--- src/rtl/bse_pkg.sv ---
// Shared types, constants and register codes for the bit-plane extractor.
`default_nettype none
package bse_pkg;

    localparam int unsigned PixelWidth = 8;
    localparam int unsigned PlaneWidth = 3;
    localparam int unsigned CountWidth = 24;
    localparam int unsigned PadWidth   = 16;
    localparam int unsigned ColWidth   = 16;
    localparam int unsigned BitCntWidth = 3;
    localparam int unsigned CfgIndexWidth = 3;
    localparam int unsigned CfgDataWidth  = 16;

    localparam logic [CountWidth-1:0] CountMax = {CountWidth{1'b1}};

    // Register reset values
    localparam logic [PlaneWidth-1:0] PlaneBitReset   = 3'd7;
    localparam logic                  TakeEveryReset  = 1'b1;
    localparam logic                  AnalyseReset    = 1'b0;
    localparam logic [PadWidth-1:0]   PadBytesReset   = 16'd0;
    localparam logic [ColWidth-1:0]   ImageWidthReset = 16'd1;

    // Configuration register indexes
    typedef enum logic [CfgIndexWidth-1:0] {
        CFG_PLANE_BIT   = 3'd0,
        CFG_TAKE_EVERY  = 3'd1,
        CFG_ANALYSE     = 3'd2,
        CFG_PAD_BYTES   = 3'd3,
        CFG_IMAGE_WIDTH = 3'd4
    } cfg_index_t;

    typedef struct packed {
        logic [PlaneWidth-1:0] plane_bit;
        logic                  take_every_pixel;
        logic                  analyse_mode;
        logic [PadWidth-1:0]   pad_bytes;
        logic [ColWidth-1:0]   image_width;
    } cfg_t;

    typedef struct packed {
        logic                  byte_valid;
        logic [PixelWidth-1:0] data_byte;
        logic [CountWidth-1:0] zero_total;
        logic [CountWidth-1:0] one_total;
    } result_t;

endpackage
`default_nettype wire

--- src/rtl/bse_cfg.sv ---
// Configuration register bank for the bit-plane extractor.
`default_nettype none
module bse_cfg
(
    input  wire logic                                 clk,
    input  wire logic                                 rst_n,
    input  wire logic                                 cfg_valid,
    input  wire logic [bse_pkg::CfgIndexWidth-1:0]    cfg_index,
    input  wire logic [bse_pkg::CfgDataWidth-1:0]     cfg_data,
    output bse_pkg::cfg_t                             cfg
);

    bse_pkg::cfg_t cfg_reg;
    bse_pkg::cfg_t cfg_next;

    // Decode a write request into the addressed register
    always_comb
    begin
        cfg_next = cfg_reg;
        if (cfg_valid)
        begin
            unique case (cfg_index)
                bse_pkg::CFG_PLANE_BIT:
                    cfg_next.plane_bit = cfg_data[bse_pkg::PlaneWidth-1:0];
                bse_pkg::CFG_TAKE_EVERY:
                    cfg_next.take_every_pixel = cfg_data[0];
                bse_pkg::CFG_ANALYSE:
                    cfg_next.analyse_mode = cfg_data[0];
                bse_pkg::CFG_PAD_BYTES:
                    cfg_next.pad_bytes = cfg_data[bse_pkg::PadWidth-1:0];
                bse_pkg::CFG_IMAGE_WIDTH:
                    cfg_next.image_width = cfg_data[bse_pkg::ColWidth-1:0];
                default:
                    cfg_next = cfg_reg;
            endcase
        end
    end

    always_ff @(posedge clk or negedge rst_n)
    begin
        if (!rst_n)
        begin
            cfg_reg.plane_bit        <= bse_pkg::PlaneBitReset;
            cfg_reg.take_every_pixel <= bse_pkg::TakeEveryReset;
            cfg_reg.analyse_mode     <= bse_pkg::AnalyseReset;
            cfg_reg.pad_bytes        <= bse_pkg::PadBytesReset;
            cfg_reg.image_width      <= bse_pkg::ImageWidthReset;
        end
        else
        begin
            cfg_reg <= cfg_next;
        end
    end

    assign cfg = cfg_reg;

endmodule
`default_nettype wire

--- src/rtl/bse_core.sv ---
// Extraction state and combinational per-pixel update logic.
`default_nettype none
module bse_core
(
    input  wire logic                              clk,
    input  wire logic                              rst_n,
    input  wire logic                              advance,
    input  wire logic [bse_pkg::PixelWidth-1:0]    pixel,
    input  wire logic                              image_start,
    input  wire bse_pkg::cfg_t                     cfg,
    output bse_pkg::result_t                       result
);

    logic [bse_pkg::ColWidth-1:0]    column_reg, column_next;
    logic                            past_row_reg, past_row_next;
    logic [bse_pkg::PixelWidth-1:0]  row_first_reg, row_first_next;
    logic [bse_pkg::PixelWidth-1:0]  prev_colour_reg, prev_colour_next;
    logic                            skipped_last_reg, skipped_last_next;
    logic [bse_pkg::PixelWidth-1:0]  shift_byte_reg, shift_byte_next;
    logic [bse_pkg::BitCntWidth-1:0] bits_in_byte_reg, bits_in_byte_next;
    logic [bse_pkg::PadWidth-1:0]    pad_left_reg, pad_left_next;
    logic [bse_pkg::CountWidth-1:0]  zero_count_reg, zero_count_next;
    logic [bse_pkg::CountWidth-1:0]  one_count_reg, one_count_next;

    // State as seen by this pixel, after an image start clears it
    logic [bse_pkg::ColWidth-1:0]    column_cur;
    logic                            past_row_cur;
    logic [bse_pkg::PixelWidth-1:0]  row_first_cur;
    logic [bse_pkg::PixelWidth-1:0]  prev_colour_cur;
    logic                            skipped_last_cur;
    logic [bse_pkg::PixelWidth-1:0]  shift_byte_cur;
    logic [bse_pkg::BitCntWidth-1:0] bits_in_byte_cur;
    logic [bse_pkg::PadWidth-1:0]    pad_left_cur;
    logic [bse_pkg::CountWidth-1:0]  zero_count_cur;
    logic [bse_pkg::CountWidth-1:0]  one_count_cur;

    logic [bse_pkg::PixelWidth-1:0]  carrier;
    logic [bse_pkg::PixelWidth-1:0]  colour;
    logic                            hidden_bit;
    logic                            col_zero;
    logic [bse_pkg::PixelWidth-1:0]  compare_colour;
    logic                            eligible;
    logic                            take_bit;
    logic                            byte_done;
    logic                            pad_done;
    logic [bse_pkg::ColWidth-1:0]    column_inc;

    // Clear the working state at the start of an image
    always_comb
    begin
        if (image_start)
        begin
            column_cur       = '0;
            past_row_cur     = 1'b0;
            row_first_cur    = '0;
            prev_colour_cur  = '0;
            skipped_last_cur = 1'b0;
            shift_byte_cur   = '0;
            bits_in_byte_cur = '0;
            pad_left_cur     = cfg.pad_bytes;
            zero_count_cur   = '0;
            one_count_cur    = '0;
        end
        else
        begin
            column_cur       = column_reg;
            past_row_cur     = past_row_reg;
            row_first_cur    = row_first_reg;
            prev_colour_cur  = prev_colour_reg;
            skipped_last_cur = skipped_last_reg;
            shift_byte_cur   = shift_byte_reg;
            bits_in_byte_cur = bits_in_byte_reg;
            pad_left_cur     = pad_left_reg;
            zero_count_cur   = zero_count_reg;
            one_count_cur    = one_count_reg;
        end
    end

    // Split the pixel into carrier bit and remaining colour
    assign carrier    = bse_pkg::PixelWidth'(1) << cfg.plane_bit;
    assign colour     = pixel & ~carrier;
    assign hidden_bit = |(pixel & carrier);

    // A row's first pixel compares with the first pixel of the row above
    assign col_zero       = (column_cur == '0);
    assign compare_colour = (col_zero && past_row_cur) ? row_first_cur : prev_colour_cur;
    assign row_first_next = col_zero ? colour : row_first_cur;

    assign eligible = cfg.take_every_pixel ||
                      ((colour != compare_colour) && (!col_zero || past_row_cur));
    assign take_bit  = eligible && !skipped_last_cur;
    assign byte_done = take_bit && (bits_in_byte_cur == {bse_pkg::BitCntWidth{1'b1}});
    assign pad_done  = (pad_left_cur == '0);

    // Shift, count and pack the taken bit
    always_comb
    begin
        skipped_last_next = eligible ? 1'b0 : 1'b1;
        shift_byte_next   = shift_byte_cur;
        bits_in_byte_next = bits_in_byte_cur;
        pad_left_next     = pad_left_cur;
        zero_count_next   = zero_count_cur;
        one_count_next    = one_count_cur;
        result.byte_valid = 1'b0;
        result.data_byte  = '0;

        if (take_bit)
        begin
            shift_byte_next   = {shift_byte_cur[bse_pkg::PixelWidth-2:0], hidden_bit};
            bits_in_byte_next = bits_in_byte_cur + 1'b1;
            if (cfg.analyse_mode && pad_done)
            begin
                if (hidden_bit)
                begin
                    if (one_count_cur != bse_pkg::CountMax)
                        one_count_next = one_count_cur + 1'b1;
                end
                else
                begin
                    if (zero_count_cur != bse_pkg::CountMax)
                        zero_count_next = zero_count_cur + 1'b1;
                end
            end
            if (byte_done)
            begin
                if (pad_done)
                begin
                    if (!cfg.analyse_mode)
                    begin
                        result.byte_valid = 1'b1;
                        result.data_byte  = shift_byte_next;
                    end
                end
                else
                begin
                    pad_left_next = pad_left_cur - 1'b1;
                end
                shift_byte_next = '0;
            end
        end

        result.zero_total = zero_count_next;
        result.one_total  = one_count_next;
    end

    // Advance the column and wrap at the row end
    assign column_inc       = column_cur + 1'b1;
    assign prev_colour_next = colour;

    always_comb
    begin
        column_next   = column_inc;
        past_row_next = past_row_cur;
        if ((column_inc >= cfg.image_width) || (column_inc == '0))
        begin
            column_next   = '0;
            past_row_next = 1'b1;
        end
    end

    always_ff @(posedge clk or negedge rst_n)
    begin
        if (!rst_n)
        begin
            column_reg       <= '0;
            past_row_reg     <= 1'b0;
            row_first_reg    <= '0;
            prev_colour_reg  <= '0;
            skipped_last_reg <= 1'b0;
            shift_byte_reg   <= '0;
            bits_in_byte_reg <= '0;
            pad_left_reg     <= '0;
            zero_count_reg   <= '0;
            one_count_reg    <= '0;
        end
        else if (advance)
        begin
            column_reg       <= column_next;
            past_row_reg     <= past_row_next;
            row_first_reg    <= row_first_next;
            prev_colour_reg  <= prev_colour_next;
            skipped_last_reg <= skipped_last_next;
            shift_byte_reg   <= shift_byte_next;
            bits_in_byte_reg <= bits_in_byte_next;
            pad_left_reg     <= pad_left_next;
            zero_count_reg   <= zero_count_next;
            one_count_reg    <= one_count_next;
        end
    end

endmodule
`default_nettype wire

--- src/rtl/bitplane_stego_extractor.sv ---
// Top level of the bit-plane hidden-data extractor: request registers and wiring.
`default_nettype none
// Takes one palette-index pixel per request in raster order and returns exactly one
// result per pixel: byte_valid/data_byte when a hidden byte completes outside the pad
// bytes and analyse mode, and the saturating zero/one bit counts. Pixels are taken one
// per clock while the output side keeps up; each request passes an input register, the
// update logic against the extraction state, and an output register, from which its
// result is offered. The sustained rate is one pixel per cycle while the output side
// keeps up; the update of the extraction state sets it. Configuration writes are
// always ready and must only be issued while no pixel is in flight.
module bitplane_stego_extractor
(
    input  wire logic                                clk,
    input  wire logic                                rst_n,
    // Pixel requests
    input  wire logic                                in_valid,
    output logic                                     in_stall,
    input  wire logic [bse_pkg::PixelWidth-1:0]      pixel,
    input  wire logic                                image_start,
    // Results
    output logic                                     out_valid,
    input  wire logic                                out_stall,
    output logic                                     byte_valid,
    output logic [bse_pkg::PixelWidth-1:0]           data_byte,
    output logic [bse_pkg::CountWidth-1:0]           zero_total,
    output logic [bse_pkg::CountWidth-1:0]           one_total,
    // Configuration writes
    input  wire logic                                cfg_valid,
    output logic                                     cfg_ready,
    input  wire logic [bse_pkg::CfgIndexWidth-1:0]   cfg_index,
    input  wire logic [bse_pkg::CfgDataWidth-1:0]    cfg_data
);

    bse_pkg::cfg_t    cfg;
    bse_pkg::result_t result;

    logic                             s1_valid_reg, s1_valid_next;
    logic [bse_pkg::PixelWidth-1:0]   s1_pixel_reg;
    logic                             s1_start_reg;
    logic                             out_valid_reg, out_valid_next;
    bse_pkg::result_t                 out_res_reg;
    logic                             out_free;
    logic                             advance;
    logic                             in_take;

    assign cfg_ready = 1'b1;

    bse_cfg u_cfg
    (
        .clk       (clk),
        .rst_n     (rst_n),
        .cfg_valid (cfg_valid),
        .cfg_index (cfg_index),
        .cfg_data  (cfg_data),
        .cfg       (cfg)
    );

    // Handshake: move a request forward whenever the result register frees up
    assign out_free = !out_valid_reg || !out_stall;
    assign advance  = s1_valid_reg && out_free;
    assign in_stall = s1_valid_reg && !out_free;
    assign in_take  = in_valid && !in_stall;

    assign s1_valid_next  = in_stall ? s1_valid_reg : in_valid;
    assign out_valid_next = out_free ? advance : out_valid_reg;

    bse_core u_core
    (
        .clk         (clk),
        .rst_n       (rst_n),
        .advance     (advance),
        .pixel       (s1_pixel_reg),
        .image_start (s1_start_reg),
        .cfg         (cfg),
        .result      (result)
    );

    // Hold valid flags
    always_ff @(posedge clk or negedge rst_n)
    begin
        if (!rst_n)
        begin
            s1_valid_reg  <= 1'b0;
            out_valid_reg <= 1'b0;
        end
        else
        begin
            s1_valid_reg  <= s1_valid_next;
            out_valid_reg <= out_valid_next;
        end
    end

    // Capture request and result payloads
    always_ff @(posedge clk)
    begin
        if (in_take)
        begin
            s1_pixel_reg <= pixel;
            s1_start_reg <= image_start;
        end
        if (advance)
        begin
            out_res_reg <= result;
        end
    end

    assign out_valid  = out_valid_reg;
    assign byte_valid = out_res_reg.byte_valid;
    assign data_byte  = out_res_reg.data_byte;
    assign zero_total = out_res_reg.zero_total;
    assign one_total  = out_res_reg.one_total;

endmodule
`default_nettype wire
--- config.mk ---
export PLATFORM = sky130hd
export DESIGN_NAME = bitplane_stego_extractor
export DESIGN_NICKNAME = d
export VERILOG_FILES = /design/src/rtl/bse_pkg.sv /design/src/rtl/bse_cfg.sv /design/src/rtl/bse_core.sv /design/src/rtl/bitplane_stego_extractor.sv
export SDC_FILE = /design/constraint.sdc
export NUM_CORES = 1
export LEC_CHECK = 0
export ABC_AREA = 0
export BUFFER_PORTS_ARGS = -buffer_cell sky130_fd_sc_hd__buf_2
export CORE_MARGIN = 4
export CORE_UTILIZATION = 55
export DETAILED_ROUTE_END_ITERATION = 7
export PLACE_DENSITY = 0.87
export SYNTH_ARGS = -nofsm -noshare
export SYNTH_HDL_FRONTEND = slang
export SYNTH_SLANG_ARGS = --single-unit
--- constraint.sdc ---
create_clock -name clk -period 4.5 [get_ports clk]
set_clock_uncertainty 0.15 [all_clocks]
set_input_delay 0.45 -clock clk [delete_from_list [all_inputs] [get_ports clk]]
set_output_delay 0.45 -clock clk [all_outputs]
set_load 0.05 [all_outputs]
==> impl_metrics.ini, run 1 <==
[power]
worst_ir_drop_vdd_uv = 183
power_leakage_uw = 0.00564
p_per_area_mw_per_mm2 = 410

[route]
drc = 0
dr_total_vias = 9550
drt-initial-drc-count = 984
viasPerCell = 6.09
postRouteAntennaNets = 0
wl_per_cell_um = 17.3
dr.pass1.iters = 6
wirelength_um = 27200

[worst_setup_path]
end_kind = flip-flop
critPathMaxFanout = 14
crit_required_ns = 4.72
r2r-start = s1_start_reg$_DFFE_PP_
worstSetupPathType = flip-flop to flip-flop
r2r_setup_slack_ns = 0.43
worstPathArrival_ns = 4.29
critPathLaunchType = flip-flop
worstRegToRegCells = 13
r2r-end = u_core.pad_left_reg[14]$_DFFE_PN0P_

[layout]
largest_reg_flops = 37
final_cells = 1569
antenna_cells = 0
post-route-util_pct = 63.3
final_nets = 1334
post-route-cell-area_mm2 = 0.0134
drive_above_1_share_pct = 15.4
nFillCells = 1646
syn2layout_area_growth_pct = 12.7

[yosys]
synth_edf_count = 66
synthArstFlopShare_pct = 69.0
synth.avg_cell_area_um2 = 9.89
synth_cells = 1201
synth-main-ff-cell = dfrtp_1
yosysWarnings = 0
ys_seq_area_share_pct = 47.7
ys_ff_latch = 213
synth_fp_nets = 1257
yosysUniqueCellTypes = 85
synth_area_mm2 = 0.0119

[job]
cap_violations = 0

[sta]
final_hold_viol_count = 0
max_freq_mhz = 246
setup_slack_ns = 0.431
slew_viol_final = 0
min_period_over_period_pct = 90.4
tns_ns = 0
timing.final.setup_violations = 0
fin_crit_ns = 4.07
rsz0062_at_grt = no
max_slew_margin_pct = 31.3
worstMarginPinSlew_ns = 1.03

[global_route]
grt_use_total_pct = 22.4
grt_pass1_vias = 9209
grt.overflow.total = 0
antenna_found_initial = 0
grt_pass1_wl_um = 45600
grt_max_degree = 103

[hold_path]
min-delay-path-class = input port to flip-flop
hold_path_depth = 3
min_from = cfg_data[3]
min_to = u_cfg.cfg[3]$_DFFE_PN0P_

[clock_network]
numCtsBuffers = 22
cts_num_sinks = 213
hold_buffers = 10
cts_root_buf = clkbuf_16
clockBufferDepth = 3
cts_tree = yes
clk_pin_slew_worst_paths_ns = 0.06
htreeDepth = 1
clock_latency_ns = 0.51
cts_resized = 0
post_cts_buffers = 0

[die]
num_io_pins = 93
rows = 53
die_height_um = 155
die_area_mm2 = 0.0240
start_util_pct = 56.1
die_w_um = 155
design.core.area_mm2 = 0.0212

[placement]
io_buffer_count = 91
placed_area_mm2 = 0.0126
place_ws_ns = 0.543
place.gp.congestion = 0.937
dp_cells = 1518
dp_hpwl_um = 18400

[run_status]
status = finished, final reports clean
==> cells by family (layout without fill, tap and decap cells) <==
family / Yosys count / after routing / synth area share (%)
AND/OR/NAND/NOR: 501 / 501 / 21.7
AO/OA/AOI/OAI: 221 / 221 / 13.1
flip-flops: 213 / 213 / 47.7
buffers and inverters: 105 / 198 / 3.69
XOR/XNOR: 71 / 71 / 5.24
multiplexers: 66 / 66 / 6.10
adder cells (fa/ha/maj): 23 / 23 / 2.42
other: 1 / 1 / 0.0316
==> area by class of cell <==
cell class / count / area, µm² / share of cell area, %
inverter: 38 / 144 / 1.08
sequential: 213 / 5670 / 42.4
clock inverter: 12 / 83.8 / 0.627
tap: 275 / 344 / 2.57
clock buffer: 28 / 624 / 4.67
multi-input combinational: 883 / 5790 / 43.2
timing repair buffer: 120 / 732 / 5.47
==> placed cells by master, fill, tap and decap left out, types with 5 or more instances in the layout <==
| master | n |
|---|---|
| clkinv_1 | 6 |
| nand4_1 | 20 |
| nand3_1 | 34 |
| o2111ai_1 | 6 |
| ha_1 | 23 |
| and2_1 | 15 |
| dlygate4sd3_1 | 11 |
| o31ai_1 | 12 |
| buf_2 | 90 |
| and4_1 | 9 |
| o21ai_0 | 70 |
| dfrtp_1 | 142 |
| and3_1 | 23 |
| dfstp_2 | 5 |
| a221o_1 | 16 |
| xor2_1 | 27 |
| nor3b_1 | 6 |
| nand2b_1 | 8 |
| nor2b_1 | 44 |
| xnor2_1 | 44 |
| edfxtp_1 | 66 |
| or3_1 | 9 |
| a21o_1 | 14 |
| nand2_1 | 157 |
| a32o_1 | 6 |
| inv_1 | 36 |
| mux2_2 | 27 |
| a21oi_1 | 19 |
| mux2i_1 | 36 |
| clkbuf_16 | 23 |
| o41ai_1 | 6 |
| a31oi_1 | 5 |
| buf_4 | 16 |
| o221ai_1 | 5 |
| nor2_1 | 81 |
| o211ai_1 | 19 |
| nor4_1 | 26 |
| a22o_1 | 5 |
| nor3_1 | 38 |
| o22ai_1 | 6 |
==> report_power, final <==
part	switching, µW	internal, µW	leakage (µW)
Sequential	270	2270	0.00255
Clock	747	1040	0.000347
Combinational	717	444	0.00274
==> layer usage <==
layer / part of all wire, % / routed length, µm / vias to the layer above / GRT usage (%)
met5: 0 / 0 / - / 0
met4: 1.9 / 522 / 0 / 5.59
met3: 6.5 / 1770 / 53 / 2.78
met2: 49 / 13300 / 339 / 38.1
met1: 43 / 11600 / 4638 / 30.7
li1: - / - / 4520 / -
==> synthesized netlist by cell type (all sizes together), types with 12 or more instances <==
library cell / instances / area, µm²
buf: 20 / 116
edfxtp: 66 / 1980
clkbuf: 47 / 179
nand4: 20 / 125
a221o: 16 / 160
nor2: 81 / 304
inv: 38 / 143
ha: 23 / 288
dfrtp: 142 / 3550
xnor2: 44 / 385
xor2: 27 / 236
nor2b: 44 / 275
o31ai: 12 / 90.1
mux2: 28 / 319
nand2: 158 / 593
nand3: 34 / 170
nor4: 28 / 188
and3: 23 / 144
o211ai: 19 / 143
a21oi: 21 / 113
nor3: 41 / 221
o21ai: 74 / 374
mux2i: 36 / 360
a21o: 14 / 105
and2: 15 / 93.8
==> metrics by stage <==
| stage | total power [µW] | hold slack [ns] |
|---|---|---|
| finish | 5480 | 0.0174 |
| global route | 5760 | 0.0165 |
| CTS | 5500 | 0.00158 |
| detailed placement | 3700 | 0.325 |
| global placement | 3640 | 0.316 |
| floorplan | 3370 | 0.00441 |
==> how the worst max path moves through the flow <==
stage | from | end | slack, ns | depth (start not counted)
6_report | s1_start_reg$_DFFE_PP_ | u_core.pad_left_reg[14]$_DFFE_PN0P_ | 0.43 | 13
5_1_grt | s1_start_reg$_DFFE_PP_ | u_core.pad_left_reg[14]$_DFFE_PN0P_ | 0.03 | 13
4_1_cts | s1_start_reg$_DFFE_PP_ | u_core.pad_left_reg[14]$_DFFE_PN0P_ | 0.50 | 13
3_5_place_dp | s1_start_reg$_DFFE_PP_ | u_core.one_count_reg[1]$_DFFE_PN0P_ | 0.54 | 12
3_3_place_gp | s1_start_reg$_DFFE_PP_ | u_core.one_count_reg[1]$_DFFE_PN0P_ | 0.69 | 12
2_1_floorplan | s1_start_reg$_DFFE_PP_ | u_core.one_count_reg[1]$_DFFE_PN0P_ | 0.21 | 16
==> critical path, cell delays in order, from the launching register on <==
cell,delay [ns]
edfxtp_1,0.54
nor2b_1,0.15
inv_1,0.15
ha_1,0.19
nor4b_1,0.33
and4_1,0.31
and3_1,0.22
mux2i_1,0.35
nor3_4,0.13
a21o_1,0.22
buf_4,0.19
nor4_1,0.61
mux2i_1,0.28
o211ai_1,0.11
Power figures use the tool's default switching activity.
==> run 2: changes to the inputs <==
--- a/config.mk
+++ b/config.mk
@@ -8,9 +8,9 @@
 export ABC_AREA = 0
 export BUFFER_PORTS_ARGS = -buffer_cell sky130_fd_sc_hd__buf_2
 export CORE_MARGIN = 4
-export CORE_UTILIZATION = 55
+export CORE_UTILIZATION = 40
 export DETAILED_ROUTE_END_ITERATION = 7
-export PLACE_DENSITY = 0.87
+export PLACE_DENSITY = 0.69
 export SYNTH_ARGS = -nofsm -noshare
 export SYNTH_HDL_FRONTEND = slang
 export SYNTH_SLANG_ARGS = --single-unit
==> impl_metrics.ini, run 2 (synthesis results as in run 1) <==
[global_route]
grt_use_total_pct = 16.7
antenna_found_initial = 0
grt_max_degree = 92
grt_pass1_wl_um = 46400
grt_pass1_vias = 9003
grt.overflow.total = 0

[layout]
antenna_cells = 0
final_nets = 1336
drive_above_1_share_pct = 15.9
syn2layout_area_growth_pct = 14.9
post-route-cell-area_mm2 = 0.0136
seq_area_mm2 = 0.00567
nFillCells = 2719
layout_commonest_cell = nand2_1
largest_reg_flops = 37
final_cell_mix = nand2_1 (157), dfrtp_1 (142), buf_2 (90)
multi_input_area_mm2 = 0.00579

[clock_network]
cts_root_buf = clkbuf_16
clk_pin_slew_worst_paths_ns = 0.06
cts_num_sinks = 213
clock_latency_ns = 0.52
cts_tree = yes
htreeDepth = 1
clockBufferDepth = 3
numCtsBuffers = 24

[worst_setup_path]
r2r_setup_slack_ns = 0.49
end_kind = flip-flop
worstRegToRegCells = 11
cp-endpoint = one_total[8]$_DFFE_PP_
r2r-end = one_total[8]$_DFFE_PP_
crit_required_ns = 4.60
critPathLaunchType = flip-flop
critPathMaxFanout = 73
crit_start = s1_start_reg$_DFFE_PP_
r2r-start = s1_start_reg$_DFFE_PP_
worstPathArrival_ns = 4.11
worstSetupPathType = flip-flop to flip-flop

[route]
drt-initial-drc-count = 831
dr.pass1.iters = 6
drc = 0
wirelength_um = 27900
wl_per_cell_um = 16.6
viasPerCell = 5.54
dr_total_vias = 9311
postRouteAntennaNets = 0

[power]
total_power_uw = 5740
switching_share_pct = 30.7
worst_ir_drop_vdd_uv = 302
p_per_area_mw_per_mm2 = 420
intPower_uw = 3970
clkPwrFrac_pct = 35.8
seq_power_share_pct = 44.2
power_leakage_uw = 0.00571
switchingPower_uw = 1760
comb_power_share_pct = 20.0

[sta]
timing.final.setup_violations = 0
min_period_over_period_pct = 89.1
fin_crit_ns = 4.01
final_hold_viol_count = 0
tns_ns = 0
max_slew_margin_pct = 40.9
max_freq_mhz = 249
worstMarginPinSlew_ns = 0.884
rsz0062_at_grt = no
slew_viol_final = 0

[job]
cap_violations = 0

[die]
die_area_mm2 = 0.0325
die_w_um = 180
die_height_um = 180
design.core.area_mm2 = 0.0290
num_io_pins = 93
start_util_pct = 40.9
rows = 62

[run_status]
status = finished, final reports clean

[hold_path]
min-delay-path-class = input port to flip-flop

[placement]
placed_area_mm2 = 0.0127
dp_hpwl_um = 19300
io_buffer_count = 91
place.gp.congestion = 0.845
-- run 2: power groups by stage --
stage / logic (µW) / clock network (µW) / registers, µW
floorplan: 781 / 0 / 2590
CTS: 1160 / 2100 / 2530
finish: 1150 / 2050 / 2540
global route: 1280 / 2200 / 2570
detailed placement: 1140 / 0 / 2560
global placement: 1110 / 0 / 2560
-- run 2: area by class of cell --
| type | count | share of cell area [%] |
|---|---|---|
| Multi-Input combinational cell | 883 | 42.4 |
| Sequential cell | 213 | 41.5 |
| Timing Repair Buffer | 120 | 5.36 |
| Clock buffer | 32 | 5.15 |
| Tap cell | 384 | 3.52 |
| Inverter | 38 | 1.05 |
| Clock inverter | 12 | 0.990 |
-- run 2: per-stage QoR --
step / worst slack (ns) / hold slack, ns / cells / utilization [%]
5_1_grt: 0.177 / 0.00763 / 1682 / 47.0
3_5_place_dp: 0.555 / 0.321 / 1627 / 43.8
2_1_floorplan: 0.212 / 0.00441 / 1201 / -
4_1_cts: 0.516 / 0.00106 / 1682 / 47.0
3_3_place_gp: 0.698 / 0.314 / 1627 / 43.8
6_report: 0.489 / 0.0146 / 1682 / 47.0
-- run 2: worst min-delay path by stage --
stage	startpoint	to	slack [ns]	cells after the start
finish	cfg_data[3]	u_cfg.cfg[3]$_DFFE_PN0P_	0.01	3
floorplan	rst_n	out_valid$_DFFE_PN0N_	0.004	0
global route	cfg_data[3]	u_cfg.cfg[3]$_DFFE_PN0P_	0.008	3
detailed placement	u_core.prev_colour_reg[3]$_DFFE_PN0P_	u_core.prev_colour_reg[3]$_DFFE_PN0P_	0.32	2
global placement	u_core.pad_left_reg[1]$_DFFE_PN0P_	u_core.pad_left_reg[1]$_DFFE_PN0P_	0.31	2
CTS	cfg_data[4]	u_cfg.cfg[4]$_DFFE_PN0P_	0.001	3
-- run 2: critical path, cell delays in order (launching register included) --
cell and delay (ns):
edfxtp_1 0.44, buf_12 0.31, mux2i_1 0.39, ha_1 0.26, o221ai_1 0.20, nand4b_4 0.25, or2_1 0.30, or3_1 0.40
a2111oi_4 0.55, nand4_1 0.24, xor2_1 0.18, nor2_1 0.05
-- run 2: repair_timing --
action                    CTS  global route
hold endpoints to repair   76             0
gates resized for setup     0             0
hold buffers               11             0
setup buffers               0             0
-- run 2: layer usage --
metal | GRT usage [%] | vias up | wire, µm
li1 | - | 4535 | -
met1 | 23.1 | 4520 | 12900
met2 | 27.8 | 217 | 13100
met3 | 2.95 | 39 | 1470
met4 | 3.69 | 0 | 485
met5 | 0 | - | 0
==> run 3: changes to the inputs <==
--- a/config.mk
+++ b/config.mk
@@ -5,7 +5,8 @@
 export SDC_FILE = /design/constraint.sdc
 export NUM_CORES = 1
 export LEC_CHECK = 0
-export ABC_AREA = 0
+export ABC_AREA = 1
+export ABC_CLOCK_PERIOD_IN_PS = 4500
 export BUFFER_PORTS_ARGS = -buffer_cell sky130_fd_sc_hd__buf_2
 export CORE_MARGIN = 4
 export CORE_UTILIZATION = 40
==> impl_metrics.ini, run 3 <==
[die]
design.core.area_mm2 = 0.0338
die_w_um = 194
rows = 67
start_util_pct = 40.8
num_io_pins = 93
die_area_mm2 = 0.0375
die_height_um = 194

[power]
switching_share_pct = 36.6
comb_power_share_pct = 28.7
seq_power_share_pct = 39.7
power_leakage_uw = 0.00725
worst_ir_drop_vdd_uv = 300
switchingPower_uw = 2250
intPower_uw = 3890
clkPwrFrac_pct = 31.5
p_per_area_mw_per_mm2 = 401

[yosys]
yosysMostFrequentCell = nand2_1
synth_area_mm2 = 0.0138
yosys.area_share.xor_xnor_pct = 2.80
synth_edf_count = 66
yosysTopAreaCell = dfrtp_1
yosys-mux-area-fraction_pct = 1.31
synth_top_family_by_area = simple AND/OR/NAND/NOR gates
synth_cells = 1896
ys_top_cells_by_count = nand2_1 (663), inv_1 (211), o21ai_0 (158)
synthArstFlopShare_pct = 69.0
synth_area_leaders = dfrtp_1 (26%), nand2_1 (18%), edfxtp_1 (14%)
synth_compound_area_share_pct = 11.1
synth_fa_ha_area_share_pct = 2.09
synth-simple-area-share_pct = 31.5
yosysUniqueCellTypes = 50
ys_seq_area_share_pct = 41.1
synth-main-ff-cell = dfrtp_1
synth.avg_cell_area_um2 = 7.27
yosysWarnings = 0
ys_ff_latch = 213
synth_fp_nets = 1952
netlist.area_leader.share_pct = 25.8

[global_route]
grt_max_degree = 180
grt_use_total_pct = 18.1
grt.overflow.total = 0
grt_pass1_wl_um = 58400
antenna_found_initial = 0
grt_pass1_vias = 11558

[clock_network]
clockBufferDepth = 3
cts_tree = yes
cts_resized = 0
post_cts_buffers = 0
numCtsBuffers = 25
cts_num_sinks = 213
clock_latency_ns = 0.52
hold_buffers = 12
cts_root_buf = clkbuf_16
htreeDepth = 1
clk_pin_slew_worst_paths_ns = 0.06

[route]
viasPerCell = 5.05
wl_per_cell_um = 14.4
drt-initial-drc-count = 974
dr.pass1.iters = 5
drc = 0
postRouteAntennaNets = 0
wirelength_um = 34700
dr_total_vias = 12212

[sta]
worstMarginPinSlew_ns = 1.09
max_slew_margin_pct = 27.1
max_freq_mhz = 246
min_period_over_period_pct = 90.2
timing.final.setup_violations = 0
final_hold_viol_count = 0
slew_viol_final = 0
rsz0062_at_grt = no
fin_crit_ns = 4.06
tns_ns = 0

[layout]
syn2layout_area_growth_pct = 11.2
seq_area_mm2 = 0.00567
final_cell_mix = nand2_1 (662), inv_1 (211), o21ai_0 (158)
antenna_cells = 0
post-route-cell-area_mm2 = 0.0153
layout_commonest_cell = nand2_1
largest_reg_flops = 37
multi_input_area_mm2 = 0.00673
drive_above_1_share_pct = 11.1
final_nets = 2008
nFillCells = 3398

[run_status]
status = finished, final reports clean

[placement]
place.gp.congestion = 0.903
placed_area_mm2 = 0.0144
dp_hpwl_um = 23300
io_buffer_count = 91

[worst_setup_path]
worstSetupPathType = flip-flop to flip-flop
crit_required_ns = 4.77
worstPathArrival_ns = 4.33
critPathLaunchType = flip-flop
critPathMaxFanout = 47
end_kind = flip-flop

[hold_path]
min-delay-path-class = input port to flip-flop

[job]
cap_violations = 0
## run 3: cell count changes after synthesis, moves of 22 or more
cell	before	now
inv_1	37	211
o21ai_0	70	158
nor2_1	81	127
nor2b_1	44	0
o21ai_2	1	30
nand2_1	158	663
nand4_1	20	46
and3_1	23	1
mux2_2	27	0
o21ai_1	3	36
nand3_1	34	107
nor4_1	26	3
xnor2_1	44	4
## run 3: power groups by stage
stage / logic (µW) / registers, µW / clock network, µW
after floorplan: 1250 / 2600 / 0
after global placement: 1720 / 2460 / 0
after detailed placement: 1750 / 2470 / 0
after CTS: 1760 / 2440 / 1980
after global routing: 1970 / 2470 / 2070
final: 1760 / 2440 / 1940
## run 3: stage by stage
stage | utilization [%] | instances | worst slack (ns) | hold slack, ns | total power, µW
after floorplan | - | 1896 | 0.832 | 0.00441 | 3850
after global placement | 42.7 | 2361 | 0.663 | 0.307 | 4180
after detailed placement | 42.7 | 2361 | 0.547 | 0.311 | 4220
after CTS | 45.4 | 2418 | 0.529 | 0.0691 | 6190
after global routing | 45.4 | 2418 | 0.0759 | 0.0996 | 6510
final | 45.4 | 2418 | 0.439 | 0.0861 | 6140
## run 3: final timing paths
path | startpoint | end | slack [ns] | cells after the start
hold reg to reg | u_core.prev_colour_reg[7]$_DFFE_PN0P_ | u_core.prev_colour_reg[7]$_DFFE_PN0P_ | 0.32 | 2
max in group asynchronous | rst_n | u_cfg.cfg[33]$_DFFE_PN1P_ | 2.88 | 3
setup reg to reg | s1_start_reg$_DFFE_PP_ | u_core.column_reg[2]$_DFFE_PN0P_ | 0.44 | 20
hold / removal | cfg_data[4] | u_cfg.cfg[20]$_DFFE_PN0P_ | 0.09 | 3
min in group asynchronous | rst_n | u_core.zero_count_reg[6]$_DFFE_PN0P_ | 0.42 | 2
setup / recovery | s1_start_reg$_DFFE_PP_ | u_core.column_reg[2]$_DFFE_PN0P_ | 0.44 | 20
## run 3: per-layer routing
layer | vias to the layer above | GRT usage (%) | part of all wire [%] | routed length (µm)
met2 | 290 | 29.6 | 45 | 15800
li1 | 6215 | - | - | -
met5 | - | 0 | 0 | 0
met4 | 0 | 3.46 | 1.8 | 636
met1 | 5669 | 26.0 | 48 | 16600
met3 | 38 | 2.26 | 4.8 | 1680
## run 3: logic make-up after synthesis
| logic type | count (synthesis) |
|---|---|
| xor+xnor | 44 |
| flops | 213 |
| other cells | 1 |
| compound gates | 274 |
| simple gates | 1015 |
| mux | 18 |
| fa+ha+maj | 23 |
| buf+inv | 308 |
## run 3: area by class of cell
| type | instances | area share (%) |
|---|---|---|
| well taps | 448 | 3.66 |
| clock buffers | 31 | 4.30 |
| inverters | 218 | 5.37 |
| repair buffers | 119 | 4.99 |
| flip-flops and latches | 213 | 37.0 |
| multi-input cells | 1375 | 43.9 |
| clock inverters | 14 | 0.784 |
## run 3: critical path: stages, from the launching register on
cell and delay [ns]:
edfxtp_1 0.48, inv_2 0.23, buf_12 0.28, nand2_1 0.13, nor2_1 0.11, nand4_1 0.08, nor2_1 0.22, nand3_1 0.17
nor2_1 0.25, nand2_1 0.11, nand2_1 0.08, nand2_1 0.05, inv_1 0.13, ha_1 0.26, nand2_1 0.09, nor2_1 0.05
a211oi_1 0.15, nand2_1 0.08, a21oi_1 0.19, nand2_1 0.36, o21ai_0 0.29
